$ cat src/rtl/ccfd_pkg.sv
// Shared types, codes, reset values and CRC fold functions for the frame deframer.
package ccfd_pkg;

	localparam int MAX_FRAME_SIZE_DEF = 256;
	localparam int FIXED_OVERHEAD = 9;

	localparam int CFG_IDX_W = 3;
	localparam int CFG_DATA_W = 16;

	localparam logic [CFG_IDX_W-1:0] CFG_START_BYTE = 3'd0;
	localparam logic [CFG_IDX_W-1:0] CFG_HCRC_POLY = 3'd1;
	localparam logic [CFG_IDX_W-1:0] CFG_HCRC_SEED = 3'd2;
	localparam logic [CFG_IDX_W-1:0] CFG_FCRC_POLY = 3'd3;
	localparam logic [CFG_IDX_W-1:0] CFG_FCRC_SEED = 3'd4;

	localparam logic [7:0] START_BYTE_RST = 8'hA5;
	localparam logic [7:0] HCRC_POLY_RST = 8'h8C;
	localparam logic [7:0] HCRC_SEED_RST = 8'hFF;
	localparam logic [15:0] FCRC_POLY_RST = 16'h8408;
	localparam logic [15:0] FCRC_SEED_RST = 16'hFFFF;

	localparam logic [2:0] KIND_PAYLOAD = 3'd0;
	localparam logic [2:0] KIND_GOOD = 3'd1;
	localparam logic [2:0] KIND_CRC16_ERR = 3'd2;
	localparam logic [2:0] KIND_CRC8_ERR = 3'd3;
	localparam logic [2:0] KIND_TOO_LONG = 3'd4;

	typedef struct packed {
		logic [7:0] start_byte;
		logic [7:0] hcrc_poly;
		logic [7:0] hcrc_seed;
		logic [15:0] fcrc_poly;
		logic [15:0] fcrc_seed;
	} cfg_t;

	typedef struct packed {
		logic emit;
		logic [2:0] kind;
		logic [7:0] payload_byte;
		logic [7:0] payload_offset;
		logic [15:0] command_id;
		logic [7:0] payload_length;
		logic [7:0] sequence_number;
	} result_t;

	// Reflected CRC8, one byte folded in bit by bit.
	function automatic logic [7:0] fold8(input logic [7:0] crc, input logic [7:0] b,
			input logic [7:0] poly);
		logic [7:0] c;
		c = crc ^ b;
		for (int i = 0; i < 8; i++) begin
			c = c[0] ? ((c >> 1) ^ poly) : (c >> 1);
		end
		return c;
	endfunction

	// Reflected CRC16, low byte folded in, high byte shifted down.
	function automatic logic [15:0] fold16(input logic [15:0] crc, input logic [7:0] b,
			input logic [15:0] poly);
		logic [15:0] c;
		c = {8'h00, crc[7:0] ^ b};
		for (int i = 0; i < 8; i++) begin
			c = c[0] ? ((c >> 1) ^ poly) : (c >> 1);
		end
		return {8'h00, crc[15:8]} ^ c;
	endfunction

endpackage

$ cat src/rtl/crc_checked_frame_deframer.sv
// Top level of the byte-stream frame deframer with header CRC8 and frame CRC16 checks.
// Usage:
//   Input channel: in_valid / in_stall carry one received byte (rx_byte) per item.
//   Output channel: out_valid / out_stall carry at most one result per input byte:
//   a payload byte with its offset, or a verdict: good or CRC16 error with command id,
//   payload length and sequence number, header CRC8 error with sequence, or too long.
//   Configuration: cfg_wen / cfg_index / cfg_data write start byte, CRC polynomials
//   and seeds; write only while no byte is in flight.
// Throughput: one byte per cycle while out_stall does not hold a waiting result. Each
//   byte passes the input register, then the combinational parse step and the result
//   register, before its result is presented on the output. Bytes that produce no
//   result simply retire from the input register.
// Stall: when out_stall holds a waiting result, the staged byte holds in the input
//   register and in_stall rises once that register is full; one byte is still taken
//   while the result register waits.
// Reset (arst_n low): all but the byte and result data registers return to defaults,
//   the parser hunts for the start byte, and no items are pending on either channel.
module crc_checked_frame_deframer #(
	parameter int MAX_FRAME_SIZE = ccfd_pkg::MAX_FRAME_SIZE_DEF
) (
	input  logic                            clk,
	input  logic                            arst_n,
	input  logic                            in_valid,
	output logic                            in_stall,
	input  logic [7:0]                      rx_byte,
	output logic                            out_valid,
	input  logic                            out_stall,
	output logic [2:0]                      kind,
	output logic [7:0]                      payload_byte,
	output logic [7:0]                      payload_offset,
	output logic [15:0]                     command_id,
	output logic [7:0]                      payload_length,
	output logic [7:0]                      sequence_number,
	input  logic                            cfg_wen,
	input  logic [ccfd_pkg::CFG_IDX_W-1:0]  cfg_index,
	input  logic [ccfd_pkg::CFG_DATA_W-1:0] cfg_data
);
	import ccfd_pkg::*;

	cfg_t cfg;
	result_t res;
	result_t out_q;
	logic out_vld_q;
	logic vld_s1;
	logic [7:0] byte_s1;
	logic advance;

	assign advance = !out_vld_q || !out_stall;
	assign in_stall = vld_s1 && !advance;

	ccfd_cfg_regs u_cfg (
		.clk       (clk),
		.arst_n    (arst_n),
		.cfg_wen   (cfg_wen),
		.cfg_index (cfg_index),
		.cfg_data  (cfg_data),
		.cfg       (cfg)
	);

	ccfd_parser #(
		.MAX_FRAME_SIZE (MAX_FRAME_SIZE)
	) u_parser (
		.clk      (clk),
		.arst_n   (arst_n),
		.cfg      (cfg),
		.byte_vld (vld_s1),
		.rx_byte  (byte_s1),
		.advance  (advance),
		.res      (res)
	);

	always_ff @(posedge clk or negedge arst_n) begin
		if (!arst_n) begin
			vld_s1 <= 1'b0;
		end else if (!in_stall) begin
			vld_s1 <= in_valid;
		end
	end

	always_ff @(posedge clk) begin
		if (in_valid && !in_stall) begin
			byte_s1 <= rx_byte;
		end
	end

	always_ff @(posedge clk or negedge arst_n) begin
		if (!arst_n) begin
			out_vld_q <= 1'b0;
		end else if (advance) begin
			out_vld_q <= vld_s1 && res.emit;
		end
	end

	always_ff @(posedge clk) begin
		if (advance && vld_s1 && res.emit) begin
			out_q <= res;
		end
	end

	assign out_valid = out_vld_q;
	assign kind = out_q.kind;
	assign payload_byte = out_q.payload_byte;
	assign payload_offset = out_q.payload_offset;
	assign command_id = out_q.command_id;
	assign payload_length = out_q.payload_length;
	assign sequence_number = out_q.sequence_number;

endmodule

$ cat src/rtl/ccfd_cfg_regs.sv
// Configuration registers: start byte, CRC polynomials and seeds.
module ccfd_cfg_regs (
	input  logic                           clk,
	input  logic                           arst_n,
	input  logic                           cfg_wen,
	input  logic [ccfd_pkg::CFG_IDX_W-1:0]  cfg_index,
	input  logic [ccfd_pkg::CFG_DATA_W-1:0] cfg_data,
	output ccfd_pkg::cfg_t                 cfg
);
	import ccfd_pkg::*;

	cfg_t cfg_q;

	always_ff @(posedge clk or negedge arst_n) begin
		if (!arst_n) begin
			cfg_q.start_byte <= START_BYTE_RST;
			cfg_q.hcrc_poly <= HCRC_POLY_RST;
			cfg_q.hcrc_seed <= HCRC_SEED_RST;
			cfg_q.fcrc_poly <= FCRC_POLY_RST;
			cfg_q.fcrc_seed <= FCRC_SEED_RST;
		end else if (cfg_wen) begin
			unique case (cfg_index)
				CFG_START_BYTE: cfg_q.start_byte <= cfg_data[7:0];
				CFG_HCRC_POLY:  cfg_q.hcrc_poly <= cfg_data[7:0];
				CFG_HCRC_SEED:  cfg_q.hcrc_seed <= cfg_data[7:0];
				CFG_FCRC_POLY:  cfg_q.fcrc_poly <= cfg_data;
				CFG_FCRC_SEED:  cfg_q.fcrc_seed <= cfg_data;
				default: ;
			endcase
		end
	end

	assign cfg = cfg_q;

endmodule

$ cat src/rtl/ccfd_parser.sv
// Frame parse state and the per-byte step: header checks, payload pass-through, verdict.
module ccfd_parser #(
	parameter int MAX_FRAME_SIZE = ccfd_pkg::MAX_FRAME_SIZE_DEF
) (
	input  logic                clk,
	input  logic                arst_n,
	input  ccfd_pkg::cfg_t      cfg,
	input  logic                byte_vld,
	input  logic [7:0]          rx_byte,
	input  logic                advance,
	output ccfd_pkg::result_t   res
);
	import ccfd_pkg::*;

	localparam int POS_W = $clog2(MAX_FRAME_SIZE);
	localparam int LEN_LIMIT = MAX_FRAME_SIZE - FIXED_OVERHEAD;

	localparam logic [2:0] ST_HUNT = 3'd0;
	localparam logic [2:0] ST_LEN_LO = 3'd1;
	localparam logic [2:0] ST_LEN_HI = 3'd2;
	localparam logic [2:0] ST_SEQ = 3'd3;
	localparam logic [2:0] ST_HCRC = 3'd4;
	localparam logic [2:0] ST_CMD_LO = 3'd5;
	localparam logic [2:0] ST_CMD_HI = 3'd6;
	localparam logic [2:0] ST_BODY = 3'd7;

	logic [2:0] step_q, step_d;
	logic [POS_W-1:0] pos_q, pos_d;
	logic [7:0] len_lo_q, len_lo_d;
	logic [POS_W-1:0] len_q, len_d;
	logic [7:0] seq_q, seq_d;
	logic [15:0] cmd_q, cmd_d;
	logic [7:0] hcrc_q, hcrc_d;
	logic [15:0] fcrc_q, fcrc_d;
	logic low_ok_q, low_ok_d;
	logic [15:0] len_full;
	logic [7:0] fold8_out;
	logic [15:0] fold16_out;

	assign len_full = {rx_byte, len_lo_q};
	assign fold8_out = fold8(hcrc_q, rx_byte, cfg.hcrc_poly);
	assign fold16_out = fold16(fcrc_q, rx_byte, cfg.fcrc_poly);

	always_comb begin
		step_d = step_q;
		pos_d = pos_q;
		len_lo_d = len_lo_q;
		len_d = len_q;
		seq_d = seq_q;
		cmd_d = cmd_q;
		hcrc_d = hcrc_q;
		fcrc_d = fcrc_q;
		low_ok_d = low_ok_q;
		res = '0;
		unique case (step_q)
			ST_HUNT: begin
				if (rx_byte == cfg.start_byte) begin
					hcrc_d = fold8(cfg.hcrc_seed, rx_byte, cfg.hcrc_poly);
					fcrc_d = fold16(cfg.fcrc_seed, rx_byte, cfg.fcrc_poly);
					len_lo_d = '0;
					len_d = '0;
					seq_d = '0;
					cmd_d = '0;
					pos_d = '0;
					low_ok_d = 1'b0;
					step_d = ST_LEN_LO;
				end
			end
			ST_LEN_LO: begin
				len_lo_d = rx_byte;
				hcrc_d = fold8_out;
				fcrc_d = fold16_out;
				step_d = ST_LEN_HI;
			end
			ST_LEN_HI: begin
				hcrc_d = fold8_out;
				fcrc_d = fold16_out;
				len_d = POS_W'(len_full);
				if (len_full < 16'(LEN_LIMIT)) begin
					step_d = ST_SEQ;
				end else begin
					step_d = ST_HUNT;
					res.emit = 1'b1;
					res.kind = KIND_TOO_LONG;
				end
			end
			ST_SEQ: begin
				seq_d = rx_byte;
				hcrc_d = fold8_out;
				fcrc_d = fold16_out;
				step_d = ST_HCRC;
			end
			ST_HCRC: begin
				if (rx_byte != hcrc_q) begin
					step_d = ST_HUNT;
					res.emit = 1'b1;
					res.kind = KIND_CRC8_ERR;
					res.sequence_number = seq_q;
				end else begin
					fcrc_d = fold16_out;
					step_d = ST_CMD_LO;
				end
			end
			ST_CMD_LO: begin
				cmd_d = {8'h00, rx_byte};
				fcrc_d = fold16_out;
				step_d = ST_CMD_HI;
			end
			ST_CMD_HI: begin
				cmd_d = {rx_byte, cmd_q[7:0]};
				fcrc_d = fold16_out;
				pos_d = '0;
				step_d = ST_BODY;
			end
			ST_BODY: begin
				if (pos_q < len_q) begin
					fcrc_d = fold16_out;
					pos_d = pos_q + 1'b1;
					res.emit = 1'b1;
					res.kind = KIND_PAYLOAD;
					res.payload_byte = rx_byte;
					res.payload_offset = 8'(pos_q);
				end else if (pos_q == len_q) begin
					low_ok_d = (rx_byte == fcrc_q[7:0]);
					pos_d = pos_q + 1'b1;
				end else begin
					step_d = ST_HUNT;
					pos_d = '0;
					res.emit = 1'b1;
					res.kind = (low_ok_q && rx_byte == fcrc_q[15:8]) ? KIND_GOOD
						: KIND_CRC16_ERR;
					res.command_id = cmd_q;
					res.payload_length = 8'(len_q);
					res.sequence_number = seq_q;
				end
			end
			default: ;
		endcase
	end

	// Advance parse state only when the staged byte is valid and the result register can take a result.
	always_ff @(posedge clk or negedge arst_n) begin
		if (!arst_n) begin
			step_q <= ST_HUNT;
			pos_q <= '0;
			len_lo_q <= '0;
			len_q <= '0;
			seq_q <= '0;
			cmd_q <= '0;
			hcrc_q <= HCRC_SEED_RST;
			fcrc_q <= FCRC_SEED_RST;
			low_ok_q <= 1'b0;
		end else if (byte_vld && advance) begin
			step_q <= step_d;
			pos_q <= pos_d;
			len_lo_q <= len_lo_d;
			len_q <= len_d;
			seq_q <= seq_d;
			cmd_q <= cmd_d;
			hcrc_q <= hcrc_d;
			fcrc_q <= fcrc_d;
			low_ok_q <= low_ok_d;
		end
	end

endmodule
$ cat config.mk
export PLATFORM = sky130hd
export DESIGN_NAME = crc_checked_frame_deframer
export DESIGN_NICKNAME = d
export VERILOG_FILES = /design/src/rtl/ccfd_pkg.sv /design/src/rtl/crc_checked_frame_deframer.sv /design/src/rtl/ccfd_cfg_regs.sv /design/src/rtl/ccfd_parser.sv
export SDC_FILE = /design/constraint.sdc
export NUM_CORES = 1
export LEC_CHECK = 0
export BUFFER_PORTS_ARGS = -buffer_cell sky130_fd_sc_hd__buf_2
export CORE_MARGIN = 2
export CORE_UTILIZATION = 55
export CTS_BUF_LIST = sky130_fd_sc_hd__clkbuf_8
export CTS_CLUSTER_SIZE = 28
export DETAILED_ROUTE_END_ITERATION = 7
export GPL_TIMING_DRIVEN = 0
export HOLD_SLACK_MARGIN = 0.05
export PLACE_DENSITY_LB_ADDON = 0.3
export RECOVER_POWER = 25
export SLEW_MARGIN = 20
export SYNTH_ARGS = -nofsm -noshare
export SYNTH_HDL_FRONTEND = slang
export SYNTH_SLANG_ARGS = --single-unit
export TNS_END_PERCENT = 1
$ cat constraint.sdc
create_clock -name clk -period 6 [get_ports clk]
set_input_delay 0 -clock clk [delete_from_list [all_inputs] [get_ports clk]]
set_output_delay 0 -clock clk [all_outputs]
set_load 0.05 [all_outputs]
==> results.yml, run 1 <==
route:
  routed_wl_um: 44850
  ant_nets: 0
  drtPass1Iterations: 5
  drt-vias-per-instance: 5.942
  drc: 0
  drt_iter0_drc: 1316
  vias: 13927
  wl_per_cell_um: 19.13
synth:
  ys.flop_type: "dfrtp_1"
  synth_nets: 1856
  synthArstFlopShare_pct: 69.43
  synth_cell_type_count: 89
  netlist_instances: 1815
  ys_ff_latch: 193
  netlist_area_um2: 15750
  yosysSeqAreaShare_pct: 33.01
  synthTopCellsByArea: "xnor2_1 (14%), dfrtp_1 (12%), edfxtp_1 (11%)"
  synth_top_area_share_pct: 14.24
  yosys.area.top_type: "xnor2_1"
  avgSynthCellArea_um2: 8.676
  yosysWarnings: 0
  synth-edff-count: 59
critical_path:
  r2r-start: "byte_s1[0]"
  cp_max_fo: 10
  timing.rr.end: "u_parser.fcrc_q[10]"
  cp-end-kind: "flop"
  crit_arrival_ps: 5580
  setup.worst_path.class: "reg2reg"
  reg2reg_setup_slack_ps: 840
  critPathLaunchType: "flop"
  reg2reg_depth: 15
  crit_required_ps: 6420
placement:
  dp_hpwl_um: 32930
  dpl-instance-area_um2: 16750
  gp_congestion: 0.9653
  place_ws_ps: 966.4
  port_buffers: 84
flow_run:
  maxCapViolations: 1
sta:
  tightest_slew_ps: 3720
  fmax_ghz: 0.1940
  layout_min_cycle_time_ps: 5155
  final_hold_viol_count: 0
  setup_violations: 0
  skew_ps: 23.56
  relSlewSlack_pct: -148.0
  rsz0062_at_grt: "no"
  fin_crit_sh_pct: 85.92
  layout_setup_ws_ps: 844.8
  timing.final.max_slew_violations: 65
floorplan:
  rows: 61
  core_um2: 28010
  io_pins: 85
  die_h_um: 173.2
  die_w_um: 173.2
  dieArea_um2: 30000
  start_util_pct: 56.22
cts:
  post_cts_resized: 0
  cts_made_buffers: 17
  cts_sinks: 193
  htree_num_levels: 4
  insertion_delay_ps: 500
  cts_buffer_depth: 2
  post_cts_buffers: 0
  clkTransAtPathRegs_ps: 110
  cts_tree: "yes"
  clockRootBuffer: "clkbuf_8"
cells_and_area:
  drive_gt1_share_pct: 12.41
  final_cell_area_um2: 17460
  syn2layout_area_growth_pct: 10.89
  fin_nets: 1994
  fin_util_pct: 62.34
  diodes: 0
grt:
  track_usage_pct: 29.79
  antenna_found_initial: 0
  grt_pass1_wl_um: 71700
  grt_pass1_vias: 13299
  grt_max_degree: 71
  grt_overflow: 0
min_path:
  hold_class: "in2reg"
  holdPathEnd: "u_cfg.cfg[5]"
  min_from: "cfg_index[2]"
  hold_depth: 4
run_status:
  status: "finished, violations left"
  violations: "max-capacitance violations, max-slew violations"
-- cell usage in the layout (no fill, tap or decap), types with 17 or more instances in the layout --
master,count
and3_1,43
nand3_1,73
nand4_1,23
o211ai_1,22
xor2_1,63
a22o_1,25
dfstp_2,58
nand2_1,359
o21ai_0,71
a31oi_1,23
nor3_1,35
a21oi_1,47
mux2_2,56
dfrtp_1,76
dlygate4sd3_1,32
nor2_1,92
inv_1,45
buf_2,54
clkbuf_1,136
mux2i_1,23
xnor2_1,256
clkbuf_8,17
edfxtp_1,59
xnor3_1,25
-- sequential cells by signal, indices dropped and copies added (netlist names), 16 cells and up --
register         flops
command_id          16
u_parser.cmd_q      16
u_cfg.cfg           56
u_parser.fcrc_q     16
-- per-stage QoR --
step                      TNS, ps  std cells  hold WS (ps)
after CTS                       0       2343         54.13
after global placement     -27540       2277         178.4
after floorplan                 0       1815        -295.6
after detailed placement        0       2280        -9.439
final                           0       2344         48.38
after global routing            0       2344         60.89
-- worst max-delay path by stage --
stage | slack, ps | cells past startpoint | from | to
finish | 840 | 15 | byte_s1[0] | u_parser.fcrc_q[10]
CTS | 940 | 15 | byte_s1[0] | u_parser.fcrc_q[12]
global placement | -540 | 13 | u_parser.pos_q[1] | command_id[5]
detailed placement | 970 | 15 | byte_s1[0] | u_parser.fcrc_q[12]
global route | 570 | 15 | byte_s1[0] | u_parser.fcrc_q[10]
floorplan | 770 | 13 | u_parser.pos_q[1] | command_id[0]
-- cells by family after synthesis --
logic type               synth area share (%)
XOR/XNOR                                23.12
multiplexers                            5.467
AND/OR/NAND/NOR                         20.06
adder cells (fa/ha/maj)                0.7151
AO/OA/AOI/OAI                           13.25
buffers and inverters                   4.378
flip-flops                              33.01
-- what timing repair did --
action                     4_1_cts  5_1_grt
hold endpoints to repair       168        3
setup endpoints to repair        0        0
hold buffers                    31        1
-- layer usage --
layer | GRT usage [%] | wire [µm] | vias to the layer above
met5 | 0 | 0 | -
met4 | 11.02 | 1364 | 0
met3 | 5.057 | 3625 | 103
met2 | 47.80 | 20850 | 637
met1 | 40.57 | 19010 | 6646
li1 | - | - | 6541
-- synth_stat cells, types with 43 or more instances --
cell type and number:
xnor2_1 256, and3_1 43, clkbuf_1 95, mux2_2 56, dfstp_2 58, xor2_1 63
nor2_1 92, dfrtp_1 76, nand3_1 73, inv_1 45, a21oi_1 47, nand2_1 359
o21ai_0 71, edfxtp_1 59
-- worst max-delay path: stages, from the launching register on --
cell,delay [ps]
edfxtp_1,410
buf_6,180
buf_4,220
xnor2_1,970
nor3_1,190
a2111oi_0,350
o21ai_0,270
and3_1,230
or3_1,360
a21o_1,200
a311oi_1,520
o21ai_1,180
xnor3_1,420
nand3_1,100
o31ai_1,80
o41a_1,390
-- cell type report --
type / instances / area, µm²
Buffer: 124 / 501.7
Clock buffer: 17 / 234.0
Clock inverter: 15 / 210.2
Fill cell: 2445 / 10550
Inverter: 50 / 187.7
Multi-Input combinational cell: 1448 / 9884
Sequential cell: 193 / 5197
Tap cell: 378 / 473.0
Timing Repair Buffer: 119 / 772.0
Power of run 1 is not shown: default switching activity piles up to over one toggle a cycle in this logic, so the estimate is an artifact.
==> run 2: changes to the inputs <==
--- a/config.mk
+++ b/config.mk
@@ -16,3 +16,3 @@
 export PLACE_DENSITY_LB_ADDON = 0.3
-export RECOVER_POWER = 25
+export RECOVER_POWER = 50
 export SLEW_MARGIN = 20
==> constraint.sdc (replaced) <==
create_clock -name clk -period 6 [get_ports clk]
set_input_delay 1.5 -clock clk [delete_from_list [all_inputs] [get_ports clk]]
set_output_delay 1.5 -clock clk [all_outputs]
set_load 0.05 [all_outputs]
==> run 2 against run 1 <==
  * The flow still finishes with violations (max-capacitance violations, max-slew violations)
  * Clock skew increased by 0.57 ps
  * Global-route usage decreased by 0.19 points
  * Via count decreased by 1.1%
  * Routed wire length decreased by 0.77%
  * Worst hold slack improved by 460 ps
  * Non-clock buffer count decreased by 32
  * Critical path type unchanged
  * Largest cell class unchanged
==> results.yml, run 2 (synthesized netlist as in run 1, its figures left out) <==
cts:
  cts_sinks: 193
  post_cts_resized: 0
  cts_made_buffers: 17
  insertion_delay_ps: 500
  cts_tree: "yes"
  cts_buffer_depth: 2
  post_cts_buffers: 0
  cts_hold_buf: 0
  htree_num_levels: 4
  clkTransAtPathRegs_ps: 120
  clockRootBuffer: "clkbuf_8"
floorplan:
  io_pins: 85
  core_um2: 28010
  die_h_um: 173.2
  die_w_um: 173.2
  rows: 61
  dieArea_um2: 30000
  start_util_pct: 56.22
critical_path:
  r2r-start: "byte_s1[0]"
  cp-end-kind: "flop"
  crit_required_ps: 6420
  cp-startpoint: "byte_s1[0]"
  critPathLaunchType: "flop"
  reg2reg_setup_slack_ps: 870
  crit_arrival_ps: 5560
  cp_max_fo: 10
  setup.worst_path.class: "reg2reg"
grt:
  grt_max_degree: 71
  track_usage_pct: 29.59
  grt_overflow: 0
  grt_pass1_vias: 13156
  grt_pass1_wl_um: 71060
  antenna_found_initial: 0
route:
  ant_nets: 0
  drtPass1Iterations: 6
  drc: 0
  drt_iter0_drc: 1274
  routed_wl_um: 44500
  vias: 13773
  drt-vias-per-instance: 5.957
  wl_per_cell_um: 19.25
cells_and_area:
  drive_gt1_share_pct: 12.62
  final_common_cell: "nand2_1"
  fin_nets: 1962
  syn2layout_area_growth_pct: 8.812
  diodes: 0
  largest_reg_flops: 56
  final_cell_mix: "nand2_1 (359), xnor2_1 (256), clkbuf_1 (134), nor2_1 (92), dfrtp_1 (76)"
run_status:
  status: "finished, violations left"
  violations: "max-capacitance violations, max-slew violations"
min_path:
  min_from: "u_parser.hcrc_q[7]"
  hold_class: "reg2reg"
sta:
  fmax_ghz: 0.1949
  whs_ps: 509.2
  setup_violations: 0
  layout_min_cycle_time_ps: 5131
  timing.final.max_slew_violations: 65
  skew_ps: 24.13
  tightest_slew_ps: 3670
  fin_crit_sh_pct: 85.51
  rsz0062_at_grt: "no"
  relSlewSlack_pct: -144.7
  final_hold_viol_count: 0
placement:
  port_buffers: 84
  gp_congestion: 0.9653
  dp_hpwl_um: 32930
flow_run:
  maxCapViolations: 1
==> run 2: per-stage QoR <==
| stage | util [%] | setup TNS [ps] | cells | setup WS [ps] | cell area (µm²) |
|---|---|---|---|---|---|
| floorplan | - | 0 | 1815 | 771.9 | 15750 |
| global placement | 59.40 | -27540 | 2277 | -537.2 | 16640 |
| detailed placement | 59.81 | 0 | 2280 | 966.4 | 16750 |
| CTS | 61.39 | 0 | 2312 | 940.7 | 17200 |
| global route | 61.17 | 0 | 2312 | 572.6 | 17130 |
| finish | 61.17 | 0 | 2312 | 869.4 | 17130 |
==> run 2: critical path, stage by stage (launching register included) <==
cell and delay [ps]:
edfxtp_1 400, buf_6 180, buf_4 220, xnor2_1 960, nor3_1 190, a2111oi_0 340
o21ai_0 270, and3_1 230, or3_1 360, a21o_1 200, a311oi_1 520, o21ai_1 180
xnor3_1 420, nand3_1 110, o31ai_1 80, o41a_1 390
==> run 2: final cells by class <==
class | count | area, µm²
fill | 2483 | 10880
clock buffer | 17 | 234.0
inverter | 50 | 187.7
clock inverter | 15 | 210.2
multi-input combinational | 1448 | 9874
buffer | 124 | 501.7
sequential | 193 | 5197
tap | 378 | 473.0
timing repair buffer | 87 | 455.4
==> run 2: layer usage <==
metal | vias up | wire, µm | GRT usage (%)
met1 | 6575 | 18900 | 40.52
met3 | 102 | 3566 | 4.969
li1 | 6473 | - | -
met2 | 623 | 20720 | 47.40
met4 | 0 | 1320 | 10.66
met5 | - | 0 | 0
==> run 2: path summary, 6_finish.rpt <==
path                                       end  cells past startpoint
hold / removal              u_parser.hcrc_q[7]                      2
min in group asynchronous    u_parser.cmd_q[5]                      1
max in group asynchronous        u_cfg.cfg[25]                      1
setup / recovery           u_parser.fcrc_q[10]                     15
setup reg to reg           u_parser.fcrc_q[10]                     15
hold reg to reg             u_parser.hcrc_q[7]                      2
Power of run 2 is left out for the same reason.
==> run 3: changes to the inputs <==
CORE_MARGIN = 8   (was 2)
==> run 3 against run 2 <==
  * The flow still finishes with violations (max-capacitance violations, max-slew violations)
  * Register-to-register slack got worse by 30 ps
  * Non-clock buffer count unchanged
  * Utilization decreased by 1.2 points
  * Via count decreased by 0.28%
  * Critical path depth unchanged
  * Fmax decreased by 0.54%
  * First-iteration DRC count decreased by 2.0%
  * Sequential share of layout area increased by 0.10 points
  * Design area decreased by 0.33%
  * Global-route usage decreased by 3.5 points
  * Worst setup slack got worse by 28 ps
  * Worst hold slack got worse by 5.8 ps
  * Largest cell class unchanged
  * Highest routed layer unchanged
==> results.yml, run 3 (synthesized netlist as in run 1, its figures left out) <==
run_status:
  status: "finished, violations left"
  violations: "max-capacitance violations, max-slew violations"
sta:
  fin_crit_sh_pct: 85.98
  setup_violations: 0
  final_hold_viol_count: 0
  skew_ps: 31.49
  layout_min_cycle_time_ps: 5159
  rsz0062_at_grt: "no"
  fmax_ghz: 0.1939
  tightest_slew_ps: 4060
  relSlewSlack_pct: -170.7
  timing.final.max_slew_violations: 72
cells_and_area:
  drive_gt1_share_pct: 12.46
  fin_nets: 1962
  final_cell_mix: "nand2_1 (359), xnor2_1 (256), clkbuf_1 (135), nor2_1 (92), dfrtp_1 (76)"
  final_common_cell: "nand2_1"
  syn2layout_area_growth_pct: 8.454
  largest_reg_flops: 56
  final_cell_area_um2: 17080
  diodes: 0
min_path:
  min_from: "u_parser.hcrc_q[7]"
  hold_class: "reg2reg"
grt:
  antenna_found_initial: 0
  grt_pass1_wl_um: 70330
  grt_pass1_vias: 13056
  track_usage_pct: 26.05
  grt_overflow: 0
  grt_max_degree: 73
floorplan:
  core_um2: 28470
  io_pins: 85
  rows: 62
  dieArea_um2: 34300
  die_h_um: 185.2
  start_util_pct: 55.31
  die_w_um: 185.2
cts:
  cts_tree: "yes"
  insertion_delay_ps: 500
  post_cts_resized: 0
  post_cts_buffers: 0
  clockRootBuffer: "clkbuf_8"
  clkTransAtPathRegs_ps: 120
  htree_num_levels: 4
  cts_sinks: 193
  cts_made_buffers: 17
  cts_buffer_depth: 2
  cts_hold_buf: 0
route:
  routed_wl_um: 44480
  wl_per_cell_um: 19.19
  drtPass1Iterations: 6
  drt-vias-per-instance: 5.925
  drc: 0
  ant_nets: 0
  vias: 13734
  drt_iter0_drc: 1249
critical_path:
  crit_arrival_ps: 5550
  setup.worst_path.class: "reg2reg"
  reg2reg_depth: 15
  crit_end: "u_parser.fcrc_q[7]"
  r2r-start: "byte_s1[0]"
  timing.rr.end: "u_parser.fcrc_q[7]"
  cp_max_fo: 10
  cp-end-kind: "flop"
  critPathLaunchType: "flop"
  cp-startpoint: "byte_s1[0]"
  reg2reg_setup_slack_ps: 840
  crit_required_ps: 6390
placement:
  dpl-instance-area_um2: 16760
  dp_hpwl_um: 33060
  gp_congestion: 0.9761
  port_buffers: 84
flow_run:
  maxCapViolations: 1
==> run 3: per-stage QoR <==
| step | util [%] | setup TNS (ps) | std cells | hold slack (ps) | setup WS (ps) |
|---|---|---|---|---|---|
| after floorplan | - | 0 | 1815 | 461.3 | 771.9 |
| after global placement | 58.47 | -31130 | 2283 | 478.3 | -607.0 |
| after detailed placement | 58.87 | 0 | 2286 | 483.9 | 1013 |
| after CTS | 60.21 | 0 | 2318 | 501.7 | 968.8 |
| after global routing | 59.99 | 0 | 2318 | 527.8 | 528.7 |
| final | 59.99 | 0 | 2318 | 503.4 | 841.5 |
==> run 3: metal layers <==
metal / vias to the layer above / GRT usage (%) / wire (µm)
met3: 130 / 3.197 / 3187
met2: 574 / 42.67 / 20840
li1: 6477 / - / -
met4: 0 / 11.75 / 1912
met5: - / 0 / 0
met1: 6553 / 34.16 / 18540
==> run 3: cell type report <==
cell class	instances	area, µm²
Fill cell	2553	11390
Multi-Input combinational cell	1448	9874
Sequential cell	193	5197
Buffer	124	501.7
Tap cell	384	480.5
Timing Repair Buffer	87	454.2
Clock buffer	17	234.0
Inverter	50	187.7
Clock inverter	15	147.6
==> run 3: worst min-delay path by stage <==
stage | depth (start not counted) | slack (ps) | end
after floorplan | 2 | 460 | u_parser.len_lo_q[7]
after global placement | 2 | 480 | u_parser.len_lo_q[1]
after detailed placement | 2 | 480 | u_parser.hcrc_q[7]
after CTS | 2 | 500 | u_parser.hcrc_q[7]
after global routing | 2 | 530 | u_parser.fcrc_q[3]
final | 2 | 500 | u_parser.hcrc_q[7]
==> run 3: worst max-delay path, stage by stage, from the launching register on <==
cell      delay [ps]
edfxtp_1         400
buf_6            180
xnor2_1          670
nor2_1           110
xnor2_1          490
a21oi_1          180
nor3_1           590
a31oi_1          180
o31a_1           170
xor2_1           490
clkbuf_1         540
nand2_1          150
xnor2_1          370
xnor3_1          380
nand2_1           80
o211ai_1          90
Power of run 3 is left out for the same reason.
